File: src/hdl/cgi_dfr_pkg.sv
package cgi_dfr_pkg;

	localparam int unsigned HeaderBytes = 8;
	localparam int unsigned HdrCountW = $clog2(HeaderBytes);

	// Header byte positions that carry fields we keep, and the last header byte
	localparam logic [HdrCountW-1:0] HdrPosType    = HdrCountW'(1);
	localparam logic [HdrCountW-1:0] HdrPosLenHigh = HdrCountW'(4);
	localparam logic [HdrCountW-1:0] HdrPosLenLow  = HdrCountW'(5);
	localparam logic [HdrCountW-1:0] HdrPosPadLen  = HdrCountW'(6);
	localparam logic [HdrCountW-1:0] HdrPosLast    = HdrCountW'(HeaderBytes - 1);

	// Record types
	localparam logic [7:0] TypeEndRequest = 8'd3;
	localparam logic [7:0] TypeStdout     = 8'd6;
	localparam logic [7:0] TypeStderr     = 8'd7;

	typedef enum logic [1:0] {
		KIND_STDOUT    = 2'd0,
		KIND_STDERR    = 2'd1,
		KIND_REQ_ENDED = 2'd2
	} kind_t;

	typedef enum logic [1:0] {
		PH_HEADER  = 2'd0,
		PH_CONTENT = 2'd1,
		PH_PADDING = 2'd2
	} phase_t;

	typedef struct packed {
		logic       valid;
		logic [7:0] data_byte;
		kind_t      stream_kind;
		logic       last_in_record;
	} result_t;

endpackage

File: src/hdl/cgi_dfr_core.sv
module cgi_dfr_core (
	input  logic                  clk,
	input  logic                  arst_n,
	input  logic                  advance,
	input  logic [7:0]            in_byte,
	output cgi_dfr_pkg::result_t  result
);

	cgi_dfr_pkg::phase_t                    phase_q, phase_d;
	logic [cgi_dfr_pkg::HdrCountW-1:0]      hdr_count_q, hdr_count_d;
	logic [7:0]                             rec_type_q, rec_type_d;
	logic [15:0]                            content_q, content_d;
	logic [7:0]                             padding_q, padding_d;
	logic [7:0]                             len_high_q, len_high_d;

	logic [15:0] content_dec;
	logic [7:0]  padding_dec;
	logic        is_stream;
	logic        is_end_req;

	assign content_dec = content_q - 16'd1;
	assign padding_dec = padding_q - 8'd1;
	assign is_stream   = (rec_type_q == cgi_dfr_pkg::TypeStdout) ||
	                     (rec_type_q == cgi_dfr_pkg::TypeStderr);
	assign is_end_req  = (rec_type_q == cgi_dfr_pkg::TypeEndRequest);

	// Next state: header collection, content and padding countdown
	always_comb begin
		phase_d     = phase_q;
		hdr_count_d = hdr_count_q;
		rec_type_d  = rec_type_q;
		content_d   = content_q;
		padding_d   = padding_q;
		len_high_d  = len_high_q;
		unique case (phase_q)
			cgi_dfr_pkg::PH_CONTENT: begin
				content_d = content_dec;
				if (content_dec == 16'd0) begin
					phase_d = (padding_q != 8'd0) ? cgi_dfr_pkg::PH_PADDING
					                               : cgi_dfr_pkg::PH_HEADER;
				end
			end
			cgi_dfr_pkg::PH_PADDING: begin
				padding_d = padding_dec;
				if (padding_dec == 8'd0) begin
					phase_d = cgi_dfr_pkg::PH_HEADER;
				end
			end
			default: begin
				phase_d = cgi_dfr_pkg::PH_HEADER;
				case (hdr_count_q)
					cgi_dfr_pkg::HdrPosType:    rec_type_d = in_byte;
					cgi_dfr_pkg::HdrPosLenHigh: len_high_d = in_byte;
					cgi_dfr_pkg::HdrPosLenLow:  content_d  = {len_high_q, in_byte};
					cgi_dfr_pkg::HdrPosPadLen:  padding_d  = in_byte;
					default: ;
				endcase
				if (hdr_count_q == cgi_dfr_pkg::HdrPosLast) begin
					hdr_count_d = '0;
					if (content_q != 16'd0) begin
						phase_d = cgi_dfr_pkg::PH_CONTENT;
					end else if (padding_q != 8'd0) begin
						phase_d = cgi_dfr_pkg::PH_PADDING;
					end
				end else begin
					hdr_count_d = hdr_count_q + cgi_dfr_pkg::HdrCountW'(1);
				end
			end
		endcase
	end

	// Result for the current item: content byte or request-ended marker
	always_comb begin
		result                = '0;
		result.data_byte      = 8'd0;
		result.stream_kind    = cgi_dfr_pkg::KIND_REQ_ENDED;
		result.last_in_record = 1'b1;
		unique case (phase_q)
			cgi_dfr_pkg::PH_CONTENT: begin
				if (is_stream) begin
					result.valid          = 1'b1;
					result.data_byte      = in_byte;
					result.stream_kind    = (rec_type_q == cgi_dfr_pkg::TypeStdout) ?
					                        cgi_dfr_pkg::KIND_STDOUT :
					                        cgi_dfr_pkg::KIND_STDERR;
					result.last_in_record = (content_dec == 16'd0);
				end else begin
					result.valid = is_end_req && (content_dec == 16'd0) &&
					               (padding_q == 8'd0);
				end
			end
			cgi_dfr_pkg::PH_PADDING: begin
				result.valid = is_end_req && (padding_dec == 8'd0);
			end
			default: begin
				result.valid = is_end_req && (hdr_count_q == cgi_dfr_pkg::HdrPosLast) &&
				               (content_q == 16'd0) && (padding_q == 8'd0);
			end
		endcase
	end

	// Advance state on each accepted item
	always_ff @(posedge clk or negedge arst_n) begin
		if (!arst_n) begin
			phase_q     <= cgi_dfr_pkg::PH_HEADER;
			hdr_count_q <= '0;
			rec_type_q  <= 8'd0;
			content_q   <= 16'd0;
			padding_q   <= 8'd0;
			len_high_q  <= 8'd0;
		end else if (advance) begin
			phase_q     <= phase_d;
			hdr_count_q <= hdr_count_d;
			rec_type_q  <= rec_type_d;
			content_q   <= content_d;
			padding_q   <= padding_d;
			len_high_q  <= len_high_d;
		end
	end

endmodule

File: src/hdl/cgi_record_stream_deframer.sv
// Channel   Dir  tdata                 tuser               tlast
// s_axis    in   [7:0] in_byte         -                   -
// m_axis    out  [7:0] data_byte       [1:0] stream_kind   last_in_record
//
// One byte item is accepted per clock; each item gives zero or one result item.
// The result appears in the output register in the cycle after its input item.
// Input is taken whenever the output register is empty or being drained, so a
// stall on the output side holds the input side only while a result waits.
// Reset (arst_n low) returns to header collection with all counters cleared.
module cgi_record_stream_deframer (
	input  logic       clk,
	input  logic       arst_n,
	input  logic       s_tvalid,
	output logic       s_tready,
	input  logic [7:0] s_tdata,   // [7:0] in_byte
	output logic       m_tvalid,
	input  logic       m_tready,
	output logic [7:0] m_tdata,   // [7:0] data_byte
	output logic [1:0] m_tuser,   // [1:0] stream_kind
	output logic       m_tlast    // last_in_record
);

	cgi_dfr_pkg::result_t result;
	logic                 accept;
	logic                 out_valid_q;
	logic [7:0]           out_data_q;
	logic [1:0]           out_kind_q;
	logic                 out_last_q;

	assign s_tready = !out_valid_q || m_tready;
	assign accept   = s_tvalid && s_tready;

	cgi_dfr_core u_core (
		.clk     (clk),
		.arst_n  (arst_n),
		.advance (accept),
		.in_byte (s_tdata),
		.result  (result)
	);

	// Load the result register; clear it once the item is taken
	always_ff @(posedge clk or negedge arst_n) begin
		if (!arst_n) begin
			out_valid_q <= 1'b0;
		end else if (accept) begin
			out_valid_q <= result.valid;
		end else if (m_tready) begin
			out_valid_q <= 1'b0;
		end
	end

	always_ff @(posedge clk) begin
		if (accept) begin
			out_data_q <= result.data_byte;
			out_kind_q <= result.stream_kind;
			out_last_q <= result.last_in_record;
		end
	end

	assign m_tvalid = out_valid_q;
	assign m_tdata  = out_data_q;
	assign m_tuser  = out_kind_q;
	assign m_tlast  = out_last_q;

endmodule

File: config.mk
export PLATFORM = sky130hd
export DESIGN_NAME = cgi_record_stream_deframer
export DESIGN_NICKNAME = d
export VERILOG_FILES = /design/src/hdl/cgi_dfr_pkg.sv /design/src/hdl/cgi_dfr_core.sv /design/src/hdl/cgi_record_stream_deframer.sv
export SDC_FILE = /design/constraint.sdc
export NUM_CORES = 1
export LEC_CHECK = 0
export BUFFER_PORTS_ARGS = -buffer_cell sky130_fd_sc_hd__buf_2
export CAP_MARGIN = 25
export CORE_UTILIZATION = 50
export CTS_CLUSTER_DIAMETER = 60
export DETAILED_ROUTE_END_ITERATION = 12
export PLACE_DENSITY = 0.78
export SLEW_MARGIN = 20
export SYNTH_ARGS = -nofsm -noshare
export SYNTH_HDL_FRONTEND = slang
export SYNTH_SLANG_ARGS = --single-unit
File: constraint.sdc
create_clock -name clk -period 3.1 [get_ports clk]
set_input_delay 0.62 -clock clk [delete_from_list [all_inputs] [get_ports clk]]
set_output_delay 0.62 -clock clk [all_outputs]
set_load 0.02 [all_outputs]
== After elaboration in Yosys (flattened, before gate mapping) ==
Cells that the tools add are included.

* Flip-flop bits (word level): 57
* Bits of input ports: 12
* Output and inout bits: 13

* Eq/ne operators: 12
* Bitwise gates (word level): 3
* Reductions and logical operators: 27
* Multiplexer cells: 16
* Add/subtract/negate cells: 3

{| class="wikitable"
|+ Operators with widths
! operator !! count
|-
| $logic_not A16 Y1 || 2
|-
| $pmux W16 S2 || 1
|-
| $eq A8 B3 Y1 const B || 2
|-
| $logic_not A8 Y1 || 2
|-
| $mux W16 || 1
|-
| $pmux W8 S2 || 1
|-
| $reduce_bool A16 Y1 || 1
|-
| $sub A16 B1 Y16 const B || 1
|-
| $reduce_and A3 Y1 || 5
|-
| $eq A3 B3 Y1 const B || 4
|-
| $mux W2 || 5
|-
| $eq A8 B2 Y1 const B || 1
|-
| $mux W8 || 1
|-
| $reduce_bool A8 Y1 || 1
|-
| $sub A8 B1 Y8 const B || 1
|-
| $logic_and A1 B1 Y1 || 7
|-
| $reduce_bool A2 Y1 || 3
|-
| $mux W1 || 4
|-
| $ne A2 B1 Y1 const B || 2
|-
| $pmux W2 S2 || 1
|-
| $reduce_and A2 Y1 || 2
|-
| $add A3 B1 Y3 const B || 1
|-
| $eq A3 B1 Y1 const B || 1
|-
| $mux W3 || 1
|-
| 7 further kinds || 10
|}

== Logic depth before layout (Yosys ltp) ==
Gate-level depths: netlist of the first run.

* Word-level depth: 7
* Mapped depth: 9
* Mapped depth without buffers: 8

== Modules after synthesis ==
Synthesis of the first run repeated with hierarchy kept, for this count alone.

* Cells, all modules: 343
* Area total of the unflattened synthesis: 3345.7 µm²

{| class="wikitable"
|+ By module, submodules not included
! module !! area each (µm²) !! seq. area each (µm²) !! cells an instance !! instances
|-
| cgi_dfr_core || 2960.3 || 1126.1 || 327 || 1
|-
| cgi_record_stream_deframer || 385.4 || 355.3 || 16 || 1
|}

== Worst setup path before layout of the first run ==
Ideal clock, no wire load.

* Kind: input -> register
* Start: input m_tready
* End: register u_core.content_q[10]
* Stages on the path: 7
* Setup slack: 0.689 ns
* Buffers on the path: 2
* Data required time: 2.977 ns
* Data arrival time: 2.289 ns
* Setup time: 0.123 ns
* Cells stage by stage: nand2b_1 nand2_1 clkinv_1 and3_1 clkbuf_1 clkbuf_1 o221a_2

* Cells in the longest elaborated chain, start to end: 3

{| class="wikitable"
|+ Ends and longest elaborated chain
! what !! RTL line !! source
|-
| start, declared || cgi_record_stream_deframer.sv:17 || <nowiki>input logic m_tready,</nowiki>
|-
| $logic_or A1 B1 Y1 || cgi_record_stream_deframer.sv:30 || <nowiki>assign s_tready = !out_valid_q || m_tready;</nowiki>
|-
| $logic_and A1 B1 Y1 || cgi_record_stream_deframer.sv:31 || <nowiki>assign accept = s_tvalid && s_tready;</nowiki>
|-
| net accept || cgi_record_stream_deframer.sv:24 || <nowiki>logic accept;</nowiki>
|-
| $reduce_and A3 Y1 (no source line) || n/a ||
|-
| end signal, assigned || cgi_dfr_core.sv:115 || <nowiki>content_q <= content_d;</nowiki>
|-
| end, declared || cgi_dfr_core.sv:12 || <nowiki>logic [15:0] content_q, content_d;</nowiki>
|}

The timed path passes the listed nets, and every way through them passes these cells.
A chain may end at the register's enable or synchronous reset.

== Final worst setup path of the first run ==
* Start: register u_core.content_q[1]
* End: register out_valid_q (netlist: m_tvalid)

* Cells in the longest elaborated chain, start to end: 7
* Elaborated cells between the ends (all ways): 10
* Those cells by class: add/sub: 1; mux: 3; reduce/logical: 6

{| class="wikitable"
|+ Ends and longest elaborated chain
! what !! RTL line !! source
|-
| $sub A16 B1 Y16 || cgi_dfr_core.sv:21 || <nowiki>assign content_dec = content_q - 16'd1;</nowiki>
|-
| $logic_not A16 Y1 || cgi_dfr_core.sv:88 || <nowiki>result.valid = is_end_req && (content_dec == 16'd0) &&</nowiki>
|-
| $logic_and A1 B1 Y1 (2 in a row) || cgi_dfr_core.sv:88 ||
|-
| $mux W1 || cgi_dfr_core.sv:80 || <nowiki>if (is_stream) begin</nowiki>
|-
| $pmux W1 S2 * || cgi_dfr_core.sv:78 || <nowiki>unique case (phase_q)</nowiki>
|-
| $mux W1 * || cgi_record_stream_deframer.sv:45 || <nowiki>end else if (accept) begin</nowiki>
|-
| end signal, assigned || cgi_record_stream_deframer.sv:46 || <nowiki>out_valid_q <= result.valid;</nowiki>
|-
| end, declared || cgi_record_stream_deframer.sv:25 || <nowiki>logic out_valid_q;</nowiki>
|}

Every way passes the cells marked *; elsewhere a longest branch is shown, timed or not.

==> results of run 1 <==
kinds of logic (layout without fill, tap and decap cells):
family	count (synthesis)	in the layout	share of synthesized area [%]
compound gates	101	101	18.3
xor+xnor	1	1	0.247
fa+ha+maj	13	13	4.59
buf+inv	41	62	7.31
flops	57	57	41.8
mux	19	19	5.93
simple gates	135	135	21.8
registers in the layout, summed over array words and instances (netlist names):
name,cells
m_tdata,8
m_tlast,1
m_tuser,2
m_tvalid,1
u_core.content_q,16
u_core.hdr_count_q,3
u_core.len_high_q,8
u_core.padding_q,8
u_core.phase_q,2
u_core.rec_type_q,8
per-stage QoR:
| step | hold slack, ps | std cells | power, W | cell area [um^2] | util (%) |
|---|---|---|---|---|---|
| 2_1_floorplan | 324 | 367 | 0.00278 | 3540 | - |
| 3_3_place_gp | 472 | 467 | 0.00294 | 3620 | 53.0 |
| 3_5_place_dp | 486 | 468 | 0.00301 | 3640 | 53.3 |
| 4_1_cts | 232 | 484 | 0.00372 | 3840 | 56.2 |
| 5_1_grt | 261 | 484 | 0.00400 | 3840 | 56.2 |
| 6_report | 229 | 484 | 0.00374 | 3840 | 56.2 |
report_power, final:
group	total [W]	switching [W]	internal, W	leakage [nW]
Sequential	0.00150	0.000432	0.00107	0.656
Clock	0.000702	0.000329	0.000373	0.0929
Combinational	0.00153	0.000838	0.000695	0.795
Total	0.00374	0.00160	0.00214	1.54
routing by layer:
metal	vias up	share of wire (%)	global-route usage, %
li1	1401	-	-
met1	1391	44	33.3
met2	110	47	36.9
met3	14	7.1	6.19
met4	0	2.0	9.39
met5	-	0	0
layout by cell type, fill, tap and decap left out, types with 4 or more instances in the layout:
master,n
or3_1,4
nor3_1,18
a21oi_1,24
inv_1,15
buf_4,5
nand2_1,25
nand3_1,17
ha_1,13
nand4_1,7
o21a_1,5
dfrtp_1,46
and2_1,10
edfxtp_1,11
and3_1,4
o22ai_1,15
nor4_1,6
o211ai_1,4
clkbuf_8,9
buf_2,24
nor2_1,16
o21ai_0,29
mux2_2,16
worst paths after layout:
path                                        end  depth (start not counted)  slack (ps)            startpoint
max                                    m_tvalid                          8         400   u_core.content_q[1]
min                        u_core.content_q[10]                          1         230                arst_n
max reg2reg                            m_tvalid                          8         400   u_core.content_q[1]
min reg2reg                u_core.len_high_q[0]                          2         500  u_core.len_high_q[0]
max in group asynchronous  u_core.content_q[14]                          2        2340                arst_n
min in group clk           u_core.len_high_q[0]                          2         500  u_core.len_high_q[0]
layout make-up:
type	count	share of cell area, %
multi-input cells	269	47.0
repair buffers	30	4.63
flip-flops and latches	57	38.6
clock inverters	6	1.76
clock buffers	10	3.32
inverters	16	1.56
well taps	96	3.13
==> impl_results.md, run 1 <==
* Unique masters post-synth at 64
* Final Setup Violations at 0
* Initial antenna violation count at 0
* VDD IR-drop max at ~0.54 mV
* Clock latency on the worst-skew pair at about 350 ps
* HP Class: input port to async pin
* Wire per inst at 17.3 um
* DIE WIDTH at around 86 um
* Sequential Area at between 1000 and 1500 um^2
* H-tree levels at 3
* Nets at ~410
* PwrDens at 973 nW/um^2
* CTS Buffer Depth at 2
* CP peak stage delay at roughly 520 ps
* Rel. slew slack at a little under two thirds
* GRT Total Usage at between 20% and 30%
* Crit path buf inv count at 1
* #FFs+latches synth at 57
* EDFF count, synth at 11
* Post-CTS setup buffers at 0
* Layout area overhead at 8.30%
* Fin crit share at around 87%
* Grt ovf at 0
* Critical Path Slowest Stage Cell: or3b_2
* Most common cell in the synthesized netlist: dfrtp_1
* DRC Markers at 0
* Row count at 30
* Routed Antenna Nets at 0
* CTS tree: done
* Post-cts resize count at 0
* Status: completed
* Final min period at roughly 2700 ps
* Number of diodes at 0
* Largest net degree at the start of global routing at 29
* Port buffer count at 24
* Peak Freq at between 300 and 400 MHz
* Routability cong. at between 0.8 and 0.9
* Yosys top cell by area: dfrtp_1
* Synth Cell Area at ~3500 um^2
* Die ar. at 7430 um^2
* Critical path's top delay family: simple AND/OR/NAND/NOR gates
* Final WS setup at ~400 ps
* Area contributors post-synth: dfrtp_1 32%, edfxtp_1 9.3%, mux2_2 5.1%, ha_1 4.6%, o21ai_0 4.1%
* Root buffer cell: clkbuf_8
* Fillers at 622
* Crit-path max FO at 11
* Drt first pass iters at 5
* WL final at 8.39 mm
* Pleak at ~1.5 nW
* Crit path DAT at between 2000 and 3000 ps
* Crit path launch type: flip-flop
* Global-route wire length before repair at roughly 13 mm
* Detail-routed via count per cell at 6.02
* DP Wirelength at 5.87 mm
* Mapped Cells at between 300 and 400
* DP Worst Slack at between 400 and 500 ps
* Slew Viols, Final at 0
* Core box area at 6830 um^2
* Layout cells sized above 1 at approximately 22%
* Asr flop ratio synth at about four fifths
* Avg Cell Area, Syn at a little under 10 um^2
* Seq/Total Area, Yosys at between 40% and 50%
* Hold-fix buffers, CTS at 0
* Worst-Margin Slew at 546 ps
* Skew final at roughly 5.9 ps
* Vias in the first global route at between 2k and 3k
* Area of the multi-input gates at 1800 um^2
* RSZ-0062 raised after global routing: no
* Die Y-Extent at 86.2 um
* Synth top area share at between 30% and 40%
* Synthesized net count at 392
* Top Ports at 25
* CP Class: flip-flop to flip-flop
* Setup TNS at 0 ps
* Hold Fails Final Rpt at 0
* Warnings, synthesis at 0
* Vias post-DR at approximately 2.9k
* Cts bufs inserted at 9
* Max-Cap Viols at 0
* Top cells by count, synth: 46 x dfrtp_1, 29 x o21ai_0, 25 x nand2_1, 24 x a21oi_1, 18 x nor3_1
* DRT iter0 DRCs at roughly 180
* Clock slew at reported path FFs at 70 ps
* Clock sinks at 57
* Critical-path cell list: inv_1, ha_1, or3b_2, nor3b_1, a211o_2, nand3_1, or4_1, a22oi_1
* Initial core utilization at around half
* Top FF cell, synth: dfrtp_1
* Kind of end point of the critical path: flip-flop
* Crit path required time at 3370 ps
(Power assumes the default switching activity.)
==> run 2, diff against run 1 <==
CELL_PAD_IN_SITES_DETAIL_PLACEMENT = 2   (was not set)
CELL_PAD_IN_SITES_GLOBAL_PLACEMENT = 2   (was not set)
CORE_UTILIZATION = 39   (was 50)
PLACE_DENSITY = 0.9   (was 0.78)
==> impl_results.md, run 2 (same netlist as run 1, synthesis figures left out) <==
* Status: completed
* Vias in the first global route at 3,537 (+35%)
* Worst R2R Start: u_core.content_q[0]
* HP Class: input port to async pin
* Rel. slew slack at 56.2% (-7.4 points)
* Peak Freq at 348 MHz (-5.8%)
* Skew final at 9.97 ps (+4.07 ps)
* Most frequent cell on the critical path: nand3_1
* Critical-path cell list: inv_1, ha_1, nor3b_1, nand3_1, nand2_1, nand3_1, or4_1, a22oi_1
* PwrDens at 1020 nW/um^2 (+4.8%)
* CTS Buffer Depth at 2 (unchanged)
* Top Ports at 25 (unchanged)
* Crit path buf inv count at 1 (unchanged)
* Final min period at 2870 ps (+168 ps)
* Root buffer cell: clkbuf_8
* Top reg by flops: u_core.content_q
* Core box area at 8760 um^2 (+28%)
* Clock sinks at 57 (unchanged)
* Crit path required time at 3380 ps (about the same)
* Hold Fails Final Rpt at 0 (unchanged)
* Crit path DAT at 3150 ps (+170 ps)
* Layout area overhead at 8.19% (about the same)
* Nets at 408 (unchanged)
* Critical path's top delay family: simple AND/OR/NAND/NOR gates
* Fillers at 960 (+54%)
* Pleak at 1.54 nW (-0.41%)
* Kind of end point of the critical path: flip-flop
* Final Setup Violations at 0 (unchanged)
* DRT iter0 DRCs at 127 (-31%)
* Slew Viols, Final at 0 (unchanged)
* Reg-to-reg endpoint: m_tvalid
* Setup TNS at 0 ps (unchanged)
* DP Wirelength at 8.57 mm (+46%)
* Grt ovf at 0 (unchanged)
* DIE WIDTH at 97.3 um (+13%)
* CTS tree: done
* Routed Antenna Nets at 0 (unchanged)
* CP peak stage delay at 520 ps (about the same)
* Row count at 34 (+13%)
* Post-CTS setup buffers at 0 (unchanged)
* Routed wl met3 at 394 um (-33%)
* CP Class: flip-flop to flip-flop
* Routability cong. at 0.845 (-5.7%)
* Detail-routed via count per cell at 6.25 (+3.8%)
* M1 wire length at 5.19 mm (+40%)
* Wire per inst at 25.0 um (+44%)
* RSZ-0062 raised after global routing: no
* Top sig layer: met4
* Crit path launch type: flip-flop
* Post-cts resize count at 0 (unchanged)
* Cts bufs inserted at 9 (unchanged)
* Worst hold slack at 233 ps (+3.61 ps)
* VDD IR-drop max at 0.374 mV (-30%)
* Hold-fix buffers, CTS at 0 (unchanged)
* WL final at 12.4 mm (+48%)
* Largest net degree at the start of global routing at 31 (+6.9%)
* Die Y-Extent at 97.3 um (+13%)
* Clock latency on the worst-skew pair at 360 ps (about the same)
* Drt first pass iters at 4 (-1)
* DRC Markers at 0 (unchanged)
* R2R setup slack at 230 ps (-170 ps)
* Die ar. at 9470 um^2 (+28%)
* Commonest non-fill, non-tap cell in the layout: dfrtp_1
* Clock slew at reported path FFs at 80 ps (about the same)
* Worst-Margin Slew at 656 ps (+110 ps)
* H-tree levels at 3 (unchanged)
* Max-Cap Viols at 0 (unchanged)
* Global-route wire length before repair at 20.2 mm (+51%)
* Post-layout util at 43.8% (-12 points)
* Overall power at 0.00391 W (+4.7%)
* Layout cells sized above 1 at 21.9% (+0.26 points)
* Max reg flops at 16 (unchanged)
* Port buffer count at 24 (unchanged)
* Initial antenna violation count at 0 (unchanged)
* Fin crit share at 92.6% (+5.4 points)
* Met2 wire length at 6.40 mm (+63%)
* Worst reg2reg path depth at 8 (unchanged)
* Vias post-DR at 3,101 (+6.3%)
* Number of diodes at 0 (unchanged)
* GRT Total Usage at 27.7% (+3.5 points)
* Initial core utilization at 40.4% (-11 points)
* Crit-path max FO at 11 (unchanged)
* Commonest cells after routing, fill and taps aside: 46 x dfrtp_1, 29 x o21ai_0, 25 x nand2_1
* Critical Path Slowest Stage Cell: or4_1
run 2: per-layer routing:
layer  vias to the layer above  GRT usage, %
met1                      1604          32.3
met5                         -             0
met3                        36          5.97
met2                        65          49.7
li1                       1396             -
met4                         0          10.5
run 2: worst max-delay path by stage:
stage                   startpoint                    to  slack (ps)  depth (start not counted)
3_5_place_dp   u_core.content_q[0]              m_tvalid         290                          8
6_report       u_core.content_q[0]              m_tvalid         230                          8
4_1_cts        u_core.content_q[0]              m_tvalid         260                          8
3_3_place_gp   u_core.content_q[0]              m_tvalid         460                          8
5_1_grt        u_core.content_q[0]              m_tvalid          80                          8
2_1_floorplan             m_tready  u_core.content_q[10]         690                          7
run 2: cell type report:
| cell class | instances | area (um^2) | share of cell area, % |
|---|---|---|---|
| clock buffer | 9 | 124 | 3.23 |
| clock inverter | 7 | 52.6 | 1.37 |
| inverter | 16 | 60.1 | 1.57 |
| multi-input combinational | 269 | 1800 | 47.0 |
| sequential | 57 | 1480 | 38.6 |
| tap | 108 | 135 | 3.52 |
| timing repair buffer | 30 | 178 | 4.63 |
run 2: power breakdown:
group          internal, W  switching (W)  leakage [nW]
Sequential         0.00107       0.000484         0.656
Clock             0.000295       0.000363        0.0866
Combinational     0.000702        0.00100         0.795
run 2: worst register-to-register path, delay by kind of cell, from the launching register on:
kind	cells	cell delay (ps)
fa+ha+maj	1	400
simple gates	5	1620
flops	1	470
buf+inv	1	120
compound gates	1	200
run 2: stage by stage:
stage | instance area (um^2) | setup WS (ps) | instances
global placement | 3640 | 464 | 479
CTS | 3830 | 260 | 496
finish | 3830 | 230 | 496
floorplan | 3540 | 689 | 367
detailed placement | 3660 | 292 | 480
global route | 3830 | 78.8 | 496
==> run 3, diff against run 2 <==
==> constraint.sdc (replaced) <==
create_clock -name clk -period 3.1 [get_ports clk]
set_input_delay 0.465 -clock clk [delete_from_list [all_inputs] [get_ports clk]]
set_output_delay 0.465 -clock clk [all_outputs]
set_load 0.02 [all_outputs]
==> impl_results.md, run 3 (same netlist as run 1, synthesis figures left out) <==
* Number of diodes at 0 (unchanged)
* VDD IR-drop max at 0.419 mV (+12%)
* Final Setup Violations at 0 (unchanged)
* Hold-fix buffers, CTS at 0 (unchanged)
* H-tree levels at 3 (unchanged)
* Dpl cell area at 3660 um^2 (unchanged)
* DP Wirelength at 8.02 mm (-6.3%)
* Clock slew at reported path FFs at 80 ps (about the same)
* RSZ-0062 raised after global routing: no
* Cts bufs inserted at 9 (unchanged)
* Max reg flops at 16 (unchanged)
* Status: completed
* Final WS setup at 202 ps (-28.0 ps)
* Commonest cells after routing, fill and taps aside: 46 x dfrtp_1, 29 x o21ai_0, 25 x nand2_1
* Wire per inst at 23.9 um (-4.1%)
* Fillers at 955 (-0.52%)
* Internal Pwr Total at 0.00217 W (+5.2%)
* DP Worst Slack at 288 ps (-3.99 ps)
* Worst-Margin Slew at 627 ps (-28.5 ps)
* Worst reg2reg path depth at 8 (unchanged)
* HP Class: input port to async pin
* Crit path required time at 3380 ps (about the same)
* Drt first pass iters at 4 (unchanged)
* GRT Total Usage at 27.0% (-0.78 points)
* CTS tree: done
* Detail-routed via count per cell at 6.25 (about the same)
* Vias post-DR at 3,099 (-0.064%)
* Layout area overhead at 9.28%
* Final min period at 2900 ps (+28.0 ps)
* Slew Viols, Final at 0 (unchanged)
* Fin crit share at 93.5% (+0.90 points)
* Pleak at 1.56 nW (+1.2%)
* Combinational share of power at 41.9% (-1.6 points)
* PwrDens at 1030 nW/um^2 (+1.5%)
* Nets at 408 (unchanged)
* Hold Fails Final Rpt at 0 (unchanged)
* Max-Cap Viols at 0 (unchanged)
* Setup TNS at 0 ps (unchanged)
* Largest net degree at the start of global routing at 31 (unchanged)
* Peak Freq at 345 MHz (-0.97%)
* CP Class: flip-flop to flip-flop
* CTS Buffer Depth at 2 (unchanged)
* DIE WIDTH at 97.3 um (unchanged)
* Grt ovf at 0 (unchanged)
* Clock power frac at 19.1% (+2.3 points)
* Switching pwr at 0.00184 W (-0.48%)
* Core box area at 8760 um^2 (unchanged)
* Routed Antenna Nets at 0 (unchanged)
* WL final at 11.9 mm (-4.1%)
* Top Ports at 25 (unchanged)
* Port buffer count at 24 (unchanged)
* Crit path launch type: flip-flop
* Rel. slew slack at 57.8% (+1.7 points)
* Top reg by flops: u_core.content_q
* Global-route wire length before repair at 19.6 mm (-3.0%)
* Clock sinks at 57 (unchanged)
* DRT iter0 DRCs at 102 (-20%)
* Layout cells sized above 1 at 22.2% (+0.26 points)
* Crit-path max FO at 11 (unchanged)
* Post-route cell area at 3870 um^2 (+1.0%)
* Die Y-Extent at 97.3 um (unchanged)
* Initial core utilization at 40.4% (unchanged)
* DRC Markers at 0 (unchanged)
* Reg power frac at 38.9% (-0.8 points)
* Row count at 34 (unchanged)
* R2R setup slack at 200 ps (-30 ps)
* Die ar. at 9470 um^2 (unchanged)
* Kind of end point of the critical path: flip-flop
* Clock latency on the worst-skew pair at 370 ps (about the same)
* Commonest non-fill, non-tap cell in the layout: dfrtp_1
* Initial antenna violation count at 0 (unchanged)
* Sw Ratio at 45.8% (-1.4 points)
* Skew final at 15.1 ps (+5.15 ps)
* Routability cong. at 0.823 (-2.6%)
* Crit path DAT at 3180 ps (+30 ps)
* Root buffer cell: clkbuf_8
* Vias in the first global route at 3,576 (+1.1%)
==> run 3: changes by cell type in the layout (fill, tap and decap cells not counted), sizes merged <==
cell and delta:
clkinv -1, bufinv +1, clkinvlp -1, clkbuf +1
==> run 3: path summary, 6_finish.rpt <==
check / from / end
hold reg to reg: u_core.len_high_q[0] / u_core.len_high_q[0]
setup reg to reg: u_core.content_q[1] / m_tvalid
hold / removal: arst_n / u_core.content_q[11]
max in group asynchronous: arst_n / u_core.content_q[12]
min in group clk: s_tdata[5] / u_core.rec_type_q[5]
setup / recovery: u_core.content_q[1] / m_tvalid
==> run 3: final cells by class <==
class                      instances  area (um^2)  area share, %
clock inverter                     6         72.6           1.87
timing repair buffer              30          178           4.59
sequential                        57         1480           38.2
tap                              108          135           3.49
multi-input combinational        269         1810           46.7
inverter                          16         60.1           1.55
clock buffer                      10          138           3.55
==> run 3: power groups by stage <==
stage	combinational, W	sequential, W	clock (W)
finish	0.00168	0.00156	0.000767
global route	0.00186	0.00161	0.000799
CTS	0.00169	0.00155	0.000780
detailed placement	0.00163	0.00154	0
global placement	0.00150	0.00149	0
floorplan	0.00150	0.00128	0
==> run 3: routing by layer <==
layer / vias to the layer above / wire length [um] / track usage (%)
li1: 1401 / - / -
met1: 1586 / 4760 / 31.0
met2: 73 / 6110 / 47.8
met3: 39 / 486 / 5.11
met4: 0 / 514 / 13.5
met5: - / 0 / 0
==> run 3: stage by stage <==
stage                     util (%)  hold WS [ps]  total power, W  std cells
after CTS                     44.1          49.3         0.00401        496
after global routing          44.2          67.0         0.00427        496
after global placement        41.5           465         0.00299        479
after detailed placement      41.7           439         0.00317        480
final                         44.2          31.8         0.00401        496
after floorplan                  -           169         0.00278        367
==> run 3: what timing repair did <==
item / CTS / global route
setup buffers: 0 / 0
gates resized for setup: 0 / 1
endpoints found under the setup margin: 0 / 1
==> run 3: worst max-delay path, stage by stage, from the launching register on <==
cell     delay [ps]
dfrtp_1         440
inv_1           140
ha_1            440
or3b_2          540
nor3b_1         250
a211o_2         170
nand3_1         130
or4_1           520
a22oi_1         200
